$ cat src/rtl/htd_pkg.sv
package htd_pkg;

   // Field widths of the request and response words.
   localparam int CODE_W     = 16;
   localparam int LEN_W      = 5;
   localparam int SYM_W      = 8;
   localparam int BYTE_W     = 8;
   localparam int CODE_IDX_W = 4;
   localparam int BIT_CNT_W  = 4;

   // Longest code that a load walks; longer lengths saturate here.
   localparam logic [LEN_W-1:0] MAX_CODE_LEN = 5'd16;

   // Number of stream bits in one decode word.
   localparam logic [BIT_CNT_W-1:0] BITS_PER_BYTE = 4'd8;

   // Request action codes.
   localparam logic ACT_LOAD = 1'b0;

   typedef enum logic [1:0] {
      ST_SYMBOL  = 2'd0,
      ST_INVALID = 2'd1,
      ST_LOADED  = 2'd2,
      ST_FULL    = 2'd3
   } status_type;

   typedef enum logic [2:0] {
      S_IDLE,
      S_LD_STEP,
      S_LD_FETCH,
      S_LD_DONE,
      S_DC_FETCH,
      S_DC_STEP,
      S_DC_CHECK,
      S_DC_FLUSH
   } state_type;

   // One result word handed from the walker to the output register.
   typedef struct packed {
      logic             valid;
      logic [SYM_W-1:0] symbol;
      status_type       status;
      logic             last;
   } emit_type;

endpackage

$ cat src/rtl/htd_if.sv
interface htd_req_if;
   logic                           valid;
   logic                           ready;
   logic                           action;
   logic [htd_pkg::CODE_W-1:0]     code_bits;
   logic [htd_pkg::LEN_W-1:0]      code_len;
   logic [htd_pkg::SYM_W-1:0]      code_symbol;
   logic [htd_pkg::BYTE_W-1:0]     data_byte;

   modport source (
      output valid, action, code_bits, code_len, code_symbol, data_byte,
      input  ready
   );
   modport sink (
      input  valid, action, code_bits, code_len, code_symbol, data_byte,
      output ready
   );
endinterface


$ cat src/rtl/htd_ctrl.sv
module htd_ctrl #(
   parameter int NODE_COUNT = 512
) (
   input  logic                           clock,
   input  logic                           reset,
   htd_req_if.sink                        req,
   output logic                           ram_rd_en,
   output logic [$clog2(NODE_COUNT)-1:0]  ram_rd_addr,
   input  logic [2*$clog2(NODE_COUNT)+htd_pkg::SYM_W-1:0] ram_rd_data,
   output logic                           ram_wr_en,
   output logic [$clog2(NODE_COUNT)-1:0]  ram_wr_addr,
   output logic [2*$clog2(NODE_COUNT)+htd_pkg::SYM_W-1:0] ram_wr_data,
   output htd_pkg::emit_type              emit,
   input  logic                           emit_ready
);

   localparam int NW = $clog2(NODE_COUNT);
   localparam int UW = $clog2(NODE_COUNT + 1);
   localparam int SW = htd_pkg::SYM_W;
   localparam logic [UW-1:0] FULL_CNT = UW'(NODE_COUNT);

   htd_pkg::state_type  state_ff, state_in;
   logic [NW-1:0]       cur_left_ff, cur_left_in;
   logic [NW-1:0]       cur_right_ff, cur_right_in;
   logic [SW-1:0]       cur_sym_ff, cur_sym_in;
   logic [NW-1:0]       cur_addr_ff, cur_addr_in;
   logic [NW-1:0]       root_left_ff, root_left_in;
   logic [NW-1:0]       root_right_ff, root_right_in;
   logic [SW-1:0]       root_sym_ff, root_sym_in;
   logic [NW-1:0]       walk_ff, walk_in;
   logic [UW-1:0]       used_ff, used_in;
   logic [htd_pkg::LEN_W-1:0]     step_ff, step_in;
   logic [htd_pkg::CODE_W-1:0]    code_ff, code_in;
   logic [SW-1:0]                 load_sym_ff, load_sym_in;
   logic [htd_pkg::BYTE_W-1:0]    byte_ff, byte_in;
   logic [htd_pkg::BIT_CNT_W-1:0] bits_ff, bits_in;
   logic [NW-1:0]       child_ff, child_in;
   htd_pkg::status_type done_st_ff, done_st_in;
   logic                pend_valid_ff, pend_valid_in;
   logic [SW-1:0]       pend_sym_ff, pend_sym_in;
   htd_pkg::status_type pend_st_ff, pend_st_in;

   logic [NW-1:0]                 rd_left, rd_right;
   logic [SW-1:0]                 rd_sym;
   logic [htd_pkg::CODE_IDX_W-1:0] step_m1;
   logic [NW-1:0]                 child;
   logic                          wb_en;
   logic [NW-1:0]                 wb_left, wb_right;
   logic [SW-1:0]                 wb_sym;
   logic                          adv;

   assign {rd_left, rd_right, rd_sym} = ram_rd_data;
   assign step_m1 = htd_pkg::CODE_IDX_W'(step_ff - htd_pkg::LEN_W'(1));

   always_ff @(posedge clock) begin
      if (reset) begin
         state_ff      <= htd_pkg::S_IDLE;
         root_left_ff  <= '0;
         root_right_ff <= '0;
         root_sym_ff   <= '0;
         walk_ff       <= '0;
         used_ff       <= UW'(1);
         pend_valid_ff <= 1'b0;
      end else begin
         state_ff      <= state_in;
         root_left_ff  <= root_left_in;
         root_right_ff <= root_right_in;
         root_sym_ff   <= root_sym_in;
         walk_ff       <= walk_in;
         used_ff       <= used_in;
         pend_valid_ff <= pend_valid_in;
      end
   end

   always_ff @(posedge clock) begin
      cur_left_ff  <= cur_left_in;
      cur_right_ff <= cur_right_in;
      cur_sym_ff   <= cur_sym_in;
      cur_addr_ff  <= cur_addr_in;
      step_ff      <= step_in;
      code_ff      <= code_in;
      load_sym_ff  <= load_sym_in;
      byte_ff      <= byte_in;
      bits_ff      <= bits_in;
      child_ff     <= child_in;
      done_st_ff   <= done_st_in;
      pend_sym_ff  <= pend_sym_in;
      pend_st_ff   <= pend_st_in;
   end

   always_comb begin
      state_in      = state_ff;
      cur_left_in   = cur_left_ff;
      cur_right_in  = cur_right_ff;
      cur_sym_in    = cur_sym_ff;
      cur_addr_in   = cur_addr_ff;
      root_left_in  = root_left_ff;
      root_right_in = root_right_ff;
      root_sym_in   = root_sym_ff;
      walk_in       = walk_ff;
      used_in       = used_ff;
      step_in       = step_ff;
      code_in       = code_ff;
      load_sym_in   = load_sym_ff;
      byte_in       = byte_ff;
      bits_in       = bits_ff;
      child_in      = child_ff;
      done_st_in    = done_st_ff;
      pend_valid_in = pend_valid_ff;
      pend_sym_in   = pend_sym_ff;
      pend_st_in    = pend_st_ff;
      ram_rd_en     = 1'b0;
      ram_rd_addr   = '0;
      ram_wr_en     = 1'b0;
      ram_wr_addr   = cur_addr_ff;
      ram_wr_data   = '0;
      emit          = '0;
      req.ready     = 1'b0;
      wb_en         = 1'b0;
      wb_left       = cur_left_ff;
      wb_right      = cur_right_ff;
      wb_sym        = cur_sym_ff;
      adv           = 1'b1;
      child         = byte_ff[htd_pkg::BYTE_W-1] ? cur_right_ff : cur_left_ff;

      case (state_ff)
         htd_pkg::S_IDLE: begin
            req.ready = 1'b1;
            if (req.valid) begin
               if (req.action == htd_pkg::ACT_LOAD) begin
                  code_in     = req.code_bits;
                  load_sym_in = req.code_symbol;
                  step_in     = (req.code_len > htd_pkg::MAX_CODE_LEN) ?
                                htd_pkg::MAX_CODE_LEN : req.code_len;
                  cur_left_in  = root_left_ff;
                  cur_right_in = root_right_ff;
                  cur_sym_in   = root_sym_ff;
                  cur_addr_in  = '0;
                  state_in     = htd_pkg::S_LD_STEP;
               end else begin
                  byte_in = req.data_byte;
                  bits_in = htd_pkg::BITS_PER_BYTE;
                  if (walk_ff == '0) begin
                     cur_left_in  = root_left_ff;
                     cur_right_in = root_right_ff;
                     cur_sym_in   = root_sym_ff;
                     state_in     = htd_pkg::S_DC_STEP;
                  end else begin
                     ram_rd_en   = 1'b1;
                     ram_rd_addr = walk_ff;
                     state_in    = htd_pkg::S_DC_FETCH;
                  end
               end
            end
         end

         htd_pkg::S_LD_STEP: begin
            if (step_ff == '0) begin
               // End of the code: the node in hand takes the symbol.
               wb_en      = 1'b1;
               wb_sym     = load_sym_ff;
               done_st_in = htd_pkg::ST_LOADED;
               state_in   = htd_pkg::S_LD_DONE;
            end else begin
               child = code_ff[step_m1] ? cur_right_ff : cur_left_ff;
               if (child != '0) begin
                  ram_rd_en   = 1'b1;
                  ram_rd_addr = child;
                  cur_addr_in = child;
                  step_in     = step_ff - htd_pkg::LEN_W'(1);
                  state_in    = htd_pkg::S_LD_FETCH;
               end else if (used_ff == FULL_CNT) begin
                  // Keep whatever was allocated so far, store no symbol.
                  wb_en      = 1'b1;
                  done_st_in = htd_pkg::ST_FULL;
                  state_in   = htd_pkg::S_LD_DONE;
               end else begin
                  // Link a fresh node and carry on with it held in registers.
                  wb_en = 1'b1;
                  if (code_ff[step_m1]) begin
                     wb_right = used_ff[NW-1:0];
                  end else begin
                     wb_left = used_ff[NW-1:0];
                  end
                  cur_left_in  = '0;
                  cur_right_in = '0;
                  cur_sym_in   = '0;
                  cur_addr_in  = used_ff[NW-1:0];
                  used_in      = used_ff + UW'(1);
                  step_in      = step_ff - htd_pkg::LEN_W'(1);
               end
            end
         end

         htd_pkg::S_LD_FETCH: begin
            cur_left_in  = rd_left;
            cur_right_in = rd_right;
            cur_sym_in   = rd_sym;
            state_in     = htd_pkg::S_LD_STEP;
         end

         htd_pkg::S_LD_DONE: begin
            emit.valid  = 1'b1;
            emit.status = done_st_ff;
            emit.last   = 1'b1;
            if (emit_ready) begin
               state_in = htd_pkg::S_IDLE;
            end
         end

         htd_pkg::S_DC_FETCH: begin
            cur_left_in  = rd_left;
            cur_right_in = rd_right;
            cur_sym_in   = rd_sym;
            state_in     = htd_pkg::S_DC_STEP;
         end

         htd_pkg::S_DC_STEP: begin
            if (bits_ff == '0) begin
               state_in = pend_valid_ff ? htd_pkg::S_DC_FLUSH : htd_pkg::S_IDLE;
            end else if (child == '0) begin
               // Missing child: report it and restart from the root.
               if (pend_valid_ff) begin
                  emit.valid  = 1'b1;
                  emit.symbol = pend_sym_ff;
                  emit.status = pend_st_ff;
                  adv         = emit_ready;
               end
               if (adv) begin
                  pend_valid_in = 1'b1;
                  pend_sym_in   = '0;
                  pend_st_in    = htd_pkg::ST_INVALID;
                  walk_in       = '0;
                  cur_left_in   = root_left_ff;
                  cur_right_in  = root_right_ff;
                  cur_sym_in    = root_sym_ff;
                  byte_in       = byte_ff << 1;
                  bits_in       = bits_ff - htd_pkg::BIT_CNT_W'(1);
               end
            end else begin
               ram_rd_en   = 1'b1;
               ram_rd_addr = child;
               child_in    = child;
               state_in    = htd_pkg::S_DC_CHECK;
            end
         end

         htd_pkg::S_DC_CHECK: begin
            if (rd_left == '0 && rd_right == '0) begin
               if (pend_valid_ff) begin
                  emit.valid  = 1'b1;
                  emit.symbol = pend_sym_ff;
                  emit.status = pend_st_ff;
                  adv         = emit_ready;
               end
               if (adv) begin
                  pend_valid_in = 1'b1;
                  pend_sym_in   = rd_sym;
                  pend_st_in    = htd_pkg::ST_SYMBOL;
                  walk_in       = '0;
                  cur_left_in   = root_left_ff;
                  cur_right_in  = root_right_ff;
                  cur_sym_in    = root_sym_ff;
                  byte_in       = byte_ff << 1;
                  bits_in       = bits_ff - htd_pkg::BIT_CNT_W'(1);
                  state_in      = htd_pkg::S_DC_STEP;
               end
            end else begin
               walk_in      = child_ff;
               cur_left_in  = rd_left;
               cur_right_in = rd_right;
               cur_sym_in   = rd_sym;
               byte_in      = byte_ff << 1;
               bits_in      = bits_ff - htd_pkg::BIT_CNT_W'(1);
               state_in     = htd_pkg::S_DC_STEP;
            end
         end

         htd_pkg::S_DC_FLUSH: begin
            emit.valid  = 1'b1;
            emit.symbol = pend_sym_ff;
            emit.status = pend_st_ff;
            emit.last   = 1'b1;
            if (emit_ready) begin
               pend_valid_in = 1'b0;
               state_in      = htd_pkg::S_IDLE;
            end
         end

         default: begin
            state_in = htd_pkg::S_IDLE;
         end
      endcase

      // The root lives in flip-flops; every other node is written to the table.
      if (wb_en) begin
         if (cur_addr_ff == '0) begin
            root_left_in  = wb_left;
            root_right_in = wb_right;
            root_sym_in   = wb_sym;
         end else begin
            ram_wr_en   = 1'b1;
            ram_wr_addr = cur_addr_ff;
            ram_wr_data = {wb_left, wb_right, wb_sym};
         end
      end
   end

endmodule

$ cat src/flat_wrapper.sv
// flat-port wrapper written by rule: the top's interface ports become plain ports
module htd_ctrl_flat 
#(
   parameter int NODE_COUNT = 512
)
  (clock, reset, ram_rd_en, ram_rd_addr, ram_rd_data, ram_wr_en, ram_wr_addr, ram_wr_data, emit, emit_ready, req_valid, req_action, req_code_bits, req_code_len, req_code_symbol, req_data_byte, req_ready);
  htd_req_if req_i ();
  input  logic clock;
  input  logic reset;
  output logic ram_rd_en;
  output logic [$clog2(NODE_COUNT)-1:0] ram_rd_addr;
  input  logic [2*$clog2(NODE_COUNT)+htd_pkg::SYM_W-1:0] ram_rd_data;
  output logic ram_wr_en;
  output logic [$clog2(NODE_COUNT)-1:0] ram_wr_addr;
  output logic [2*$clog2(NODE_COUNT)+htd_pkg::SYM_W-1:0] ram_wr_data;
  output htd_pkg::emit_type emit;
  input  logic emit_ready;
  input wire logic [$bits(req_i.valid)-1:0] req_valid;
  input wire logic [$bits(req_i.action)-1:0] req_action;
  input wire logic [$bits(req_i.code_bits)-1:0] req_code_bits;
  input wire logic [$bits(req_i.code_len)-1:0] req_code_len;
  input wire logic [$bits(req_i.code_symbol)-1:0] req_code_symbol;
  input wire logic [$bits(req_i.data_byte)-1:0] req_data_byte;
  output wire logic [$bits(req_i.ready)-1:0] req_ready;
  assign req_i.valid = req_valid;
  assign req_i.action = req_action;
  assign req_i.code_bits = req_code_bits;
  assign req_i.code_len = req_code_len;
  assign req_i.code_symbol = req_code_symbol;
  assign req_i.data_byte = req_data_byte;
  assign req_ready = req_i.ready;
  htd_ctrl #(.NODE_COUNT(NODE_COUNT)) u_core (.clock(clock), .reset(reset), .req(req_i), .ram_rd_en(ram_rd_en), .ram_rd_addr(ram_rd_addr), .ram_rd_data(ram_rd_data), .ram_wr_en(ram_wr_en), .ram_wr_addr(ram_wr_addr), .ram_wr_data(ram_wr_data), .emit(emit), .emit_ready(emit_ready));
endmodule
$ cat config.mk
export PLATFORM = sky130hd
export DESIGN_NAME = htd_ctrl_flat
export DESIGN_NICKNAME = d
export VERILOG_FILES = /design/src/rtl/htd_pkg.sv /design/src/rtl/htd_if.sv /design/src/rtl/htd_ctrl.sv /design/src/flat_wrapper.sv
export SDC_FILE = /design/constraint.sdc
export NUM_CORES = 1
export LEC_CHECK = 0
export ABC_AREA = 1
export BUFFER_PORTS_ARGS = -buffer_cell sky130_fd_sc_hd__buf_2
export CAP_MARGIN = 5
export CORE_UTILIZATION = 60
export CTS_BUF_LIST = sky130_fd_sc_hd__clkbuf_8
export DETAILED_ROUTE_END_ITERATION = 10
export PLACE_DENSITY = 0.95
export SLEW_MARGIN = 10
export SYNTH_ARGS = -nofsm -noshare
export SYNTH_HDL_FRONTEND = slang
export SYNTH_SLANG_ARGS = --single-unit
$ cat constraint.sdc
create_clock -name clock -period 6.8 [get_ports clock]
set_input_delay 0.34 -clock clock [delete_from_list [all_inputs] [get_ports clock]]
set_output_delay 0.34 -clock clock [all_outputs]
set_load 0.02 [all_outputs]
==> summary.txt, run 1 <==
Status
  – Outcome: complete, no violations

Finish
  – Fraction of layout instances using a drive strength above 1: 20.0%
  – Area delta synth->final: 15.0%
  – Fill cell instance count of the final layout: 924
  – Antenna diode count: 0
  – Final Net Count: 1114

Worst setup path
  – Critical Path End Type: output pin
  – Launching instance or port of the critical path: u_core.state_ff[0]
  – Internal reg-to-reg setup slack: 2.70 ns
  – Req. time, crit path: 6.46 ns
  – Startpoint class of the critical path: flip-flop
  – Worst reg2reg path startpoint: u_core.state_ff[0]
  – Class of the most critical setup path: flip-flop to output pin
  – CP Data Arrival Time: 4.51 ns
  – CP Max Fanout: 21

STA
  – Setup Skew: 0.0132 ns
  – Accumulated negative setup slack: 0 ns
  – Fmax achieved: 206 MHz
  – Final min period: 4.85 ns
  – Fin worst setup slack: 1.95 ns
  – Final Cycle Share: 71.3%
  – Headroom to the max-slew limit: 30.9%
  – RSZ-0062 raised after global routing: false
  – Setup-violating endpoint count in the final report: 0
  – Max-slew violation count: 0
  – Transition time at the pin with the least slew margin: 1.03 ns
  – Final-report hold violation count: 0

Synth
  – Number of enable flip-flop cells after synthesis: 95
  – Post-synthesis async set-or-reset flop share: 0%
  – Share of Yosys cell area claimed by the top area cell type: 38.2%
  – Synth warnings: 0
  – Avg Cell Area, Syn: 8.10 um^2
  – Number of storage elements in the synthesis netlist: 144
  – Leading register cell type out of synthesis: sky130_fd_sc_hd__edfxtp_1
  – Ranking of synthesized cells by area: sky130_fd_sc_hd__edfxtp_1 (38%), sky130_fd_sc_hd__dfxtp_1 (13%), sky130_fd_sc_hd__nand2_1 (12%)
  – Synthesized instance count: 923
  – Post-synthesis cell type count: 41
  – Synthesized net count: 996
  – Post-synthesis sequential area ratio: 51.3%
  – Area of the mapped netlist: 7480 um^2
  – Biggest area consumer among synthesized cells: sky130_fd_sc_hd__edfxtp_1

Die
  – Die height: 114 um
  – Effective utilization at floorplan: 62.0%
  – Std-Cell Core Area: 12100 um^2
  – Area enclosed by the die boundary: 12900 um^2
  – Ports placed on the boundary: 127
  – Cell Rows: 40
  – Die outline width: 114 um

Clock tree
  – CTS H-tree depth: 4
  – Clock transition at the registers of the reported paths: 0.08 ns
  – Post-CTS setup repair buffer count: 0
  – Clock buffer depth: 2
  – Number of gates resized after CTS: 0
  – TritonCTS clock tree: done
  – Hold-fix buffer count after cts: 0
  – CTS buffer count: 17
  – Library cell used as clock root buffer: sky130_fd_sc_hd__clkbuf_8
  – Num Clock Sinks: 144
  – Clock latency reported for the late side of the worst-skew pair: 0.47 ns

Worst hold path
  – Type of the worst min-delay path: input port to flip-flop
  – Startpoint of the tightest hold check path: req_code_bits[0]

Global routing
  – Vias in the first global route: 6484
  – Number of antenna violations at the first check in global routing: 0
  – Maximum number of pins on one net before global-route repair: 47
  – Overall global routing resource usage: 32.2%
  – Wire length of the first global-routing pass: 31.7 mm
  – Total global routing overflow: 0

Routing
  – Antenna Violating Nets Remaining: 0
  – Number of detailed-routing iterations run before antenna repair: 6
  – Total wire length: 20.2 mm
  – Mean number of vias per cell: 5.67
  – DRC Markers: 0
  – Number of vias after detailed routing: 6925
  – Wirelength per Cell: 16.5 um
  – Iteration-0 DRC Markers: 897

Placement
  – Worst slack at placement: 2.62 ns
  – Total of buffers placed on input and output ports: 126
  – Weighted congestion at the end of routability-driven global placement: 0.944
  – Detail Placement HPWL: 14.7 mm

Power and ir drop
  – Leak Pwr: 3.86 nW
  – Peak supply drop: 239 uV
  – Sum of internal, switching and leakage power: 3.81 mW
  – Pwr per Cell Area: 443 nW/um^2

Flow run
  – MaxCap Viol Count: 0
-- kinds of logic (layout without fill, tap and decap cells) --
kind of cell | count (synthesis) | in the layout | share of synthesized area (%)
xor+xnor | 6 | 6 | 0.703
buf+inv | 169 | 300 | 9.24
fa+ha+maj | 5 | 5 | 0.837
compound gates | 134 | 134 | 11.0
flops | 144 | 144 | 51.3
simple gates | 465 | 465 | 27.0
-- layer usage --
metal / wire length, um / vias up / global-route usage, %
met5: 0 / - / 0
met4: 575 / 0 / 12.0
met3: 2100 / 54 / 6.27
met2: 9490 / 464 / 52.1
met1: 8060 / 3147 / 43.2
li1: - / 3260 / -
-- where the power goes --
group | total [mW] | switching, mW | internal, mW
combinational | 1.77 | 1.33 | 0.443
sequential | 1.35 | 0.108 | 1.24
clock | 0.688 | 0.323 | 0.365
-- placed cells by master, fill, tap and decap left out, types with 2 or more instances in the layout --
cell type / n
sky130_fd_sc_hd__nor2_4: 2
sky130_fd_sc_hd__clkinv_1: 6
sky130_fd_sc_hd__nor2_1: 105
sky130_fd_sc_hd__ha_1: 5
sky130_fd_sc_hd__inv_2: 3
sky130_fd_sc_hd__a21oi_1: 46
sky130_fd_sc_hd__nor4_1: 6
sky130_fd_sc_hd__clkinv_4: 2
sky130_fd_sc_hd__o221ai_1: 4
sky130_fd_sc_hd__clkbuf_8: 18
sky130_fd_sc_hd__buf_2: 126
sky130_fd_sc_hd__nand2_2: 7
sky130_fd_sc_hd__a21oi_2: 12
sky130_fd_sc_hd__o21ai_0: 37
sky130_fd_sc_hd__or2_2: 5
sky130_fd_sc_hd__nor3_2: 3
sky130_fd_sc_hd__dfxtp_1: 49
sky130_fd_sc_hd__nand3_4: 3
sky130_fd_sc_hd__clkinv_2: 6
sky130_fd_sc_hd__o22ai_1: 10
sky130_fd_sc_hd__bufinv_16: 3
sky130_fd_sc_hd__edfxtp_1: 95
sky130_fd_sc_hd__o31ai_1: 6
sky130_fd_sc_hd__xor2_1: 4
sky130_fd_sc_hd__nand2_1: 246
sky130_fd_sc_hd__nand4_1: 14
sky130_fd_sc_hd__o32ai_1: 9
sky130_fd_sc_hd__nand3_1: 53
sky130_fd_sc_hd__nor3_1: 7
sky130_fd_sc_hd__buf_4: 7
sky130_fd_sc_hd__o211ai_1: 4
sky130_fd_sc_hd__nor2_2: 10
sky130_fd_sc_hd__xnor2_1: 2
sky130_fd_sc_hd__inv_1: 129
-- cell type report --
cell class	count	area, um^2	share of cell area (%)
Sequential cell	144	3830	44.6
Multi-Input combinational cell	610	2970	34.5
Timing Repair Buffer	133	683	7.95
Inverter	135	507	5.89
Clock buffer	18	248	2.88
Tap cell	168	210	2.44
Clock inverter	14	149	1.73
-- path summary, 6_finish.rpt --
check | endpoint | cells after the start
worst min-delay path | u_core.code_ff[0] | 1
worst min register to register | u_core.root_sym_ff[5] | 2
worst max register to register | u_core.cur_left_ff[0] | 9
worst max-delay path | ram_wr_data[15] | 11
-- synthesized netlist by cell type, types with 3 or more instances --
cell and instances:
sky130_fd_sc_hd__a21oi_1 46, sky130_fd_sc_hd__a21oi_2 12, sky130_fd_sc_hd__buf_2 6, sky130_fd_sc_hd__buf_6 6, sky130_fd_sc_hd__clkbuf_1 21, sky130_fd_sc_hd__clkinv_1 5
sky130_fd_sc_hd__dfxtp_1 49, sky130_fd_sc_hd__edfxtp_1 95, sky130_fd_sc_hd__ha_1 5, sky130_fd_sc_hd__inv_1 127, sky130_fd_sc_hd__inv_2 3, sky130_fd_sc_hd__nand2_1 246
sky130_fd_sc_hd__nand2_2 7, sky130_fd_sc_hd__nand3_1 53, sky130_fd_sc_hd__nand3_4 3, sky130_fd_sc_hd__nand4_1 14, sky130_fd_sc_hd__nor2_1 105, sky130_fd_sc_hd__nor2_2 10
sky130_fd_sc_hd__nor3_1 8, sky130_fd_sc_hd__nor4_1 6, sky130_fd_sc_hd__o211ai_1 4, sky130_fd_sc_hd__o21ai_0 37, sky130_fd_sc_hd__o221ai_1 4, sky130_fd_sc_hd__o22ai_1 10
sky130_fd_sc_hd__o31ai_1 6, sky130_fd_sc_hd__o32ai_1 9, sky130_fd_sc_hd__or2_2 5, sky130_fd_sc_hd__xor2_1 4
-- worst max-delay path, cell delays in order (launching register included) --
cell	delay [ns]
sky130_fd_sc_hd__dfxtp_1	0.37
sky130_fd_sc_hd__inv_1	0.08
sky130_fd_sc_hd__nor2_1	0.09
sky130_fd_sc_hd__inv_1	0.05
sky130_fd_sc_hd__nor2_1	0.77
sky130_fd_sc_hd__clkinv_1	0.82
sky130_fd_sc_hd__nor2_1	0.33
sky130_fd_sc_hd__nand2_1	0.12
sky130_fd_sc_hd__nor2_2	0.67
sky130_fd_sc_hd__nand3_1	0.31
sky130_fd_sc_hd__a21oi_2	0.24
sky130_fd_sc_hd__buf_2	0.18
-- state kept, by name, indices dropped and copies added (netlist names), 3 cells and up --
register              count
u_core.walk_ff            9
u_core.cur_right_ff       9
u_core.root_sym_ff        8
u_core.state_ff           3
u_core.byte_ff            8
u_core.load_sym_ff        8
u_core.step_ff            5
u_core.cur_addr_ff        9
u_core.used_ff           10
u_core.cur_left_ff        9
u_core.pend_sym_ff        8
u_core.cur_sym_ff         8
u_core.root_left_ff       9
u_core.bits_ff            4
u_core.child_ff           9
u_core.code_ff           16
u_core.root_right_ff      9
-- per-stage QoR --
step,utilization [%],area (um^2),hold slack [ns],instances
after floorplan,-,7480,0.439,923
after CTS,71.3,8600,0.0293,1222
after global placement,68.0,8200,0.452,1190
after detailed placement,68.0,8200,0.459,1190
after global routing,71.3,8600,0.0396,1222
final,71.3,8600,0.0445,1222
Power figures use the tool's default switching activity.
==> inputs of run 2 (changes only) <==
--- a/config.mk
+++ b/config.mk
@@ -8,10 +8,10 @@
 export ABC_AREA = 1
 export BUFFER_PORTS_ARGS = -buffer_cell sky130_fd_sc_hd__buf_2
 export CAP_MARGIN = 5
-export CORE_UTILIZATION = 60
+export CORE_UTILIZATION = 59
 export CTS_BUF_LIST = sky130_fd_sc_hd__clkbuf_8
 export DETAILED_ROUTE_END_ITERATION = 10
-export PLACE_DENSITY = 0.95
+export PLACE_DENSITY = 0.94
 export SLEW_MARGIN = 10
 export SYNTH_ARGS = -nofsm -noshare
 export SYNTH_HDL_FRONTEND = slang
==> constraint.sdc (replaced) <==
create_clock -name clock -period 4.98 [get_ports clock]
set_input_delay 0.249 -clock clock [delete_from_list [all_inputs] [get_ports clock]]
set_output_delay 0.249 -clock clock [all_outputs]
set_load 0.02 [all_outputs]
==> run 2 against run 1 <==
- clock power up 40%
- sequential share of layout area decreased by 1.3 points
- sequential power up 36%
- cell count is 2.0% higher
- critical endpoint is now ram_wr_data[14]
==> summary.txt, run 2 (synthesized netlist as in run 1, its figures left out) <==
Worst setup path
  – Class of the most critical setup path: flip-flop to output pin
  – Req. time, crit path: 4.73 ns
  – Startpoint class of the critical path: flip-flop
  – CP Max Fanout: 21
  – Crit-path max cell delay: 0.67 ns
  – Cells traversed along the worst timing path: inv_2 -> ha_1 -> inv_1 -> nand3_1 -> nand3_1 -> nand3_2 -> nand2_2 -> nand2_1 -> nand2_1 -> nand2_1 -> nor2_1 -> nand3_4 -> nor2_2 -> nand3_1 -> a21oi_2 -> buf_2
  – CP Data Arrival Time: 4.31 ns
  – Critical Path End Type: output pin
  – Slowest-stage cell, CP: sky130_fd_sc_hd__nor2_2

Die
  – Die outline width: 115 um
  – Die height: 115 um
  – Effective utilization at floorplan: 61.5%
  – Area enclosed by the die boundary: 13100 um^2
  – Std-Cell Core Area: 12200 um^2
  – Cell Rows: 40
  – Ports placed on the boundary: 127

Routing
  – Metal3 WL: 1.94 mm
  – Antenna Violating Nets Remaining: 0
  – DRC Markers: 0
  – Met2 WL post-DR: 9.78 mm
  – Iteration-0 DRC Markers: 735
  – Highest routed metal layer: met4
  – Number of vias after detailed routing: 7053
  – Total wire length: 20.9 mm
  – Number of detailed-routing iterations run before antenna repair: 6
  – Mean number of vias per cell: 5.66
  – Length of routed wiring on met1: 8.56 mm
  – Wirelength per Cell: 16.7 um

Placement
  – Weighted congestion at the end of routability-driven global placement: 0.939
  – Total of buffers placed on input and output ports: 126
  – Post-detailed-placement cell area: 8210 um^2
  – Detail Placement HPWL: 14.7 mm
  – Placed Cells: 1191
  – Worst slack at placement: 0.972 ns

Clock tree
  – Clock latency reported for the late side of the worst-skew pair: 0.47 ns
  – TritonCTS clock tree: done
  – Library cell used as clock root buffer: sky130_fd_sc_hd__clkbuf_8
  – CTS H-tree depth: 4
  – Post-CTS setup repair buffer count: 0
  – Clock buffer depth: 2
  – CTS buffer count: 17
  – Clock transition at the registers of the reported paths: 0.08 ns
  – Num Clock Sinks: 144

STA
  – Fmax achieved: 219 MHz
  – Fin worst setup slack: 0.419 ns
  – Final-report hold violation count: 0
  – Max-slew violation count: 0
  – Setup Skew: 0.0128 ns
  – Headroom to the max-slew limit: 34.9%
  – Transition time at the pin with the least slew margin: 0.971 ns
  – Final min period: 4.56 ns
  – RSZ-0062 raised after global routing: false
  – Accumulated negative setup slack: 0 ns
  – Final Cycle Share: 91.6%
  – Setup-violating endpoint count in the final report: 0

Finish
  – Area delta synth->final: 18.4%
  – Final Net Count: 1139
  – Register with the highest flop count: u_core.code_ff
  – Fraction of layout instances using a drive strength above 1: 19.8%
  – Largest registers in the final layout: u_core.code_ff: 16 flops, u_core.used_ff: 10 flops
  – Post-route standard cell area excluding fillers: 8850 um^2
  – Most frequent standard cell in the layout excluding fill and tap cells: sky130_fd_sc_hd__nand2_1
  – Max FFs per register: 16
  – Post-route insts no fill: 1247
  – Commonest non-fill, non-tap cells in the layout: sky130_fd_sc_hd__nand2_1 (246), sky130_fd_sc_hd__inv_1 (128), sky130_fd_sc_hd__buf_2 (126)
  – Fill cell instance count of the final layout: 893
  – Antenna diode count: 0

Power and ir drop
  – Pwr per Cell Area: 593 nW/um^2
  – Leak Pwr: 3.95 nW
  – Peak supply drop: 334 uV

Global routing
  – Maximum number of pins on one net before global-route repair: 47
  – Number of antenna violations at the first check in global routing: 0
  – Total global routing overflow: 0
  – Wire length of the first global-routing pass: 32.6 mm
  – Vias in the first global route: 6412
  – Overall global routing resource usage: 33.3%

Flow run
  – MaxCap Viol Count: 0

Status
  – Outcome: complete, no violations

Worst hold path
  – Type of the worst min-delay path: input port to flip-flop
[run 2: cell types whose count changed in the layout (fill, tap and decap cells not counted), sizes merged]
cell and delta:
clkinv -3, dlygate4sd3 +24, clkinvlp +4, buf +1, clkbuf -1
[run 2: timing repair]
item,CTS,global route
endpoints found under the setup margin,0,0
hold buffers,24,0
endpoints found under the hold margin,24,0
gates resized for setup,0,0
[run 2: path summary, 6_finish.rpt]
| path | startpoint | endpoint | slack, ns | cells after the start |
|---|---|---|---|---|
| hold / removal | req_data_byte[4] | u_core.byte_ff[4] | 0.05 | 3 |
| setup reg to reg | u_core.step_ff[0] | u_core.root_right_ff[8] | 1.17 | 17 |
| setup / recovery | u_core.step_ff[0] | ram_wr_data[14] | 0.42 | 16 |
| hold reg to reg | u_core.root_sym_ff[4] | u_core.root_sym_ff[4] | 0.47 | 2 |
[run 2: area by class of cell]
cell class | instances | area [um^2] | share of cell area (%)
Timing Repair Buffer | 158 | 931 | 10.5
Clock inverter | 15 | 170 | 1.92
Clock buffer | 17 | 234 | 2.64
Multi-Input combinational cell | 610 | 2970 | 33.5
Inverter | 135 | 507 | 5.72
Sequential cell | 144 | 3830 | 43.3
Tap cell | 168 | 210 | 2.37
[run 2: report_power, final]
group	internal (mW)	total [mW]	leakage (nW)	switching [mW]
combinational	0.624	2.44	2.44	1.82
sequential	1.69	1.84	1.31	0.153
clock	0.491	0.962	0.199	0.471
total	2.80	5.25	3.95	2.44
[run 2: metal layers]
layer  global-route usage (%)  vias up
met5                        0        -
met4                     12.8        0
met1                     44.4     3258
met2                     52.8      427
met3                     7.94       55
li1                         -     3313
[run 2: worst max-delay path, delay by kind of cell, from the launching register on]
| kind | cells | cell delay (ns) |
|---|---|---|
| DFF | 1 | 0.56 |
| and+or+nand+nor | 11 | 2.15 |
| AOI/OAI and AO/OA | 1 | 0.21 |
| buffers and inverters | 3 | 0.49 |
| adders and majority gates | 1 | 0.41 |
[run 2: stage by stage]
stage               util (%)  hold WS [ns]  power [mW]
global placement        67.5         0.426        4.17
detailed placement      67.5         0.428        4.21
CTS                     72.8        0.0276        5.17
floorplan                  -         0.348        3.54
finish                  72.8        0.0548        5.25
global route            72.8        0.0491        5.52
==> inputs of run 3 (changes only) <==
--- a/config.mk
+++ b/config.mk
@@ -6,12 +6,12 @@
 export NUM_CORES = 1
 export LEC_CHECK = 0
 export ABC_AREA = 1
-export BUFFER_PORTS_ARGS = -buffer_cell sky130_fd_sc_hd__buf_2
 export CAP_MARGIN = 5
-export CORE_UTILIZATION = 59
+export CORE_UTILIZATION = 60
 export CTS_BUF_LIST = sky130_fd_sc_hd__clkbuf_8
 export DETAILED_ROUTE_END_ITERATION = 10
-export PLACE_DENSITY = 0.94
+export DONT_BUFFER_PORTS = 1
+export PLACE_DENSITY = 0.87
 export SLEW_MARGIN = 10
 export SYNTH_ARGS = -nofsm -noshare
 export SYNTH_HDL_FRONTEND = slang
==> run 3 against run 2 <==
- register-to-register slack better by 0.03 ns
- critical endpoint is now ram_wr_data[10]
- via count is 6.4% lower
- sequential power is 3% higher
- sequential cell count stayed put
- largest power group unchanged
- highest routed layer unchanged
- clock skew is 0.0037 ns higher
- global-route usage is 1.1 points lower
==> summary.txt, run 3 (synthesized netlist as in run 1, its figures left out) <==
Global routing
  – Overall global routing resource usage: 32.2%
  – Vias in the first global route: 6181
  – Maximum number of pins on one net before global-route repair: 47
  – Number of antenna violations at the first check in global routing: 0
  – Total global routing overflow: 0
  – Wire length of the first global-routing pass: 31.2 mm

Finish
  – Final standard cell utilization of the core: 68.4%
  – Most frequent standard cell in the layout excluding fill and tap cells: sky130_fd_sc_hd__nand2_1
  – Largest registers in the final layout: u_core.code_ff: 16 flops, u_core.used_ff: 10 flops
  – Antenna diode count: 0
  – Fill cell instance count of the final layout: 948
  – Final Net Count: 1023
  – Fraction of layout instances using a drive strength above 1: 8.72%
  – Post-route insts no fill: 1131
  – Area delta synth->final: 10.4%
  – Seq. cell area: 3830 um^2
  – Commonest non-fill, non-tap cells in the layout: sky130_fd_sc_hd__nand2_1 (246), sky130_fd_sc_hd__inv_1 (127), sky130_fd_sc_hd__nor2_1 (105)
  – Max FFs per register: 16
  – Multi-input logic area: 2970 um^2
  – Register with the highest flop count: u_core.code_ff

Routing
  – Iteration-0 DRC Markers: 748
  – DRC Markers: 0
  – Wirelength per Cell: 17.9 um
  – Number of vias after detailed routing: 6601
  – Antenna Violating Nets Remaining: 0
  – Mean number of vias per cell: 5.84
  – Total wire length: 20.3 mm
  – Number of detailed-routing iterations run before antenna repair: 6

STA
  – Setup-violating endpoint count in the final report: 0
  – Final min period: 4.54 ns
  – Transition time at the pin with the least slew margin: 1.02 ns
  – Headroom to the max-slew limit: 31.7%
  – RSZ-0062 raised after global routing: false
  – Accumulated negative setup slack: 0 ns
  – Setup Skew: 0.0165 ns
  – Max-slew violation count: 0
  – Final-report hold violation count: 0
  – Final Cycle Share: 91.1%
  – Fmax achieved: 220 MHz

Die
  – Effective utilization at floorplan: 62.0%
  – Cell Rows: 40
  – Area enclosed by the die boundary: 12900 um^2
  – Die outline width: 114 um
  – Die height: 114 um
  – Ports placed on the boundary: 127
  – Std-Cell Core Area: 12100 um^2

Power and ir drop
  – Pwr per Cell Area: 603 nW/um^2
  – Leak Pwr: 3.39 nW
  – Peak supply drop: 317 uV
  – Sum of internal, switching and leakage power: 4.98 mW

Clock tree
  – CTS buffer count: 17
  – Hold-fix buffer count after cts: 34
  – CTS H-tree depth: 4
  – TritonCTS clock tree: done
  – Clock transition at the registers of the reported paths: 0.09 ns
  – Post-CTS setup repair buffer count: 0
  – Number of gates resized after CTS: 0
  – Library cell used as clock root buffer: sky130_fd_sc_hd__clkbuf_8
  – Clock latency reported for the late side of the worst-skew pair: 0.46 ns
  – Num Clock Sinks: 144
  – Clock buffer depth: 2

Worst setup path
  – Buf/Inv on CP: 2
  – Class of the most critical setup path: flip-flop to output pin
  – Worst reg2reg path startpoint: u_core.step_ff[0]
  – CP Max Fanout: 21
  – CP Data Arrival Time: 4.29 ns
  – Crit-path max cell delay: 0.66 ns
  – Internal reg-to-reg setup slack: 1.20 ns
  – Cells on worst reg2reg path: 17
  – Cells traversed along the worst timing path: inv_2 -> ha_1 -> inv_1 -> nand3_1 -> nand3_1 -> nand3_2 -> nand2_2 -> nand2_1 -> nand2_1 -> nand2_1 -> nor2_1 -> nand3_4 -> nor2_2 -> nand3_1 -> a21oi_1
  – Slowest-stage cell, CP: sky130_fd_sc_hd__nor2_2
  – Cell type group with the largest total delay on the critical path: simple AND/OR/NAND/NOR gates
  – Req. time, crit path: 4.73 ns
  – Critical Path End Type: output pin
  – Startpoint class of the critical path: flip-flop
  – Destination of the worst register-to-register timing path: u_core.root_right_ff[6]

Worst hold path
  – Type of the worst min-delay path: input port to flip-flop
  – Hold depth: 2
  – Hold Path Sink: u_core.pend_sym_ff[6]
  – Startpoint of the tightest hold check path: ram_rd_data[6]

Placement
  – Total of buffers placed on input and output ports: 0
  – Detail Placement HPWL: 13.9 mm
  – Placed Cells: 1065
  – Weighted congestion at the end of routability-driven global placement: 0.973

Status
  – Outcome: complete, no violations

Flow run
  – MaxCap Viol Count: 0
## run 3: changes by cell type in the layout (fill, tap and decap cells not counted), moves of 2 or more
| cell | delta |
|---|---|
| sky130_fd_sc_hd__buf_2 | -126 |
| sky130_fd_sc_hd__clkinv_1 | +5 |
| sky130_fd_sc_hd__dlygate4sd3_1 | +10 |
| sky130_fd_sc_hd__bufinv_16 | -3 |
| sky130_fd_sc_hd__clkbuf_8 | +2 |
| sky130_fd_sc_hd__clkinvlp_4 | -2 |
## run 3: how the worst max path moves through the flow
stage | startpoint | endpoint | cells past startpoint
6_report | u_core.step_ff[0] | ram_wr_data[10] | 15
5_1_grt | u_core.step_ff[0] | ram_wr_data[10] | 15
4_1_cts | u_core.step_ff[0] | ram_wr_data[10] | 15
3_5_place_dp | u_core.step_ff[0] | ram_wr_data[10] | 15
3_3_place_gp | u_core.step_ff[0] | ram_wr_data[9] | 15
2_1_floorplan | u_core.step_ff[0] | u_core.cur_left_ff[0] | 15
## run 3: layer usage
metal  vias to the layer above  track usage, %  share of wire (%)
met1                      3025            42.2                 40
li1                       3084               -                  -
met3                        52            7.49                 11
met5                         -               0                  0
met4                         0            15.7                3.1
met2                       440            50.6                 46
## run 3: layout make-up
cell class	count	area share (%)
clock buffers	19	3.17
well taps	168	2.55
flip-flops and latches	144	46.5
repair buffers	42	4.85
multi-input cells	610	36.0
clock inverters	13	0.864
inverters	135	6.14
## run 3: worst register-to-register path: cells and delay by family (launching register included)
| family | cells | cell delay (ns) |
|---|---|---|
| fa+ha+maj | 1 | 0.40 |
| flops | 1 | 0.58 |
| simple gates | 14 | 2.45 |
| buf+inv | 2 | 0.29 |
## run 3: metrics by stage
step / worst slack, ns / area [um^2] / hold WS [ns]
2_1_floorplan: 0.588 / 7480 / 0.348
3_3_place_gp: 1.20 / 7580 / 0.322
3_5_place_dp: 1.07 / 7580 / 0.323
4_1_cts: 0.555 / 8250 / 0.00431
5_1_grt: 0.136 / 8250 / 0.0234
6_report: 0.441 / 8250 / 0.0284
## run 3: report_power, final
group | switching, mW | internal [mW] | total, mW
registers | 0.203 | 1.69 | 1.90
logic | 1.73 | 0.536 | 2.27
clock network | 0.457 | 0.359 | 0.815
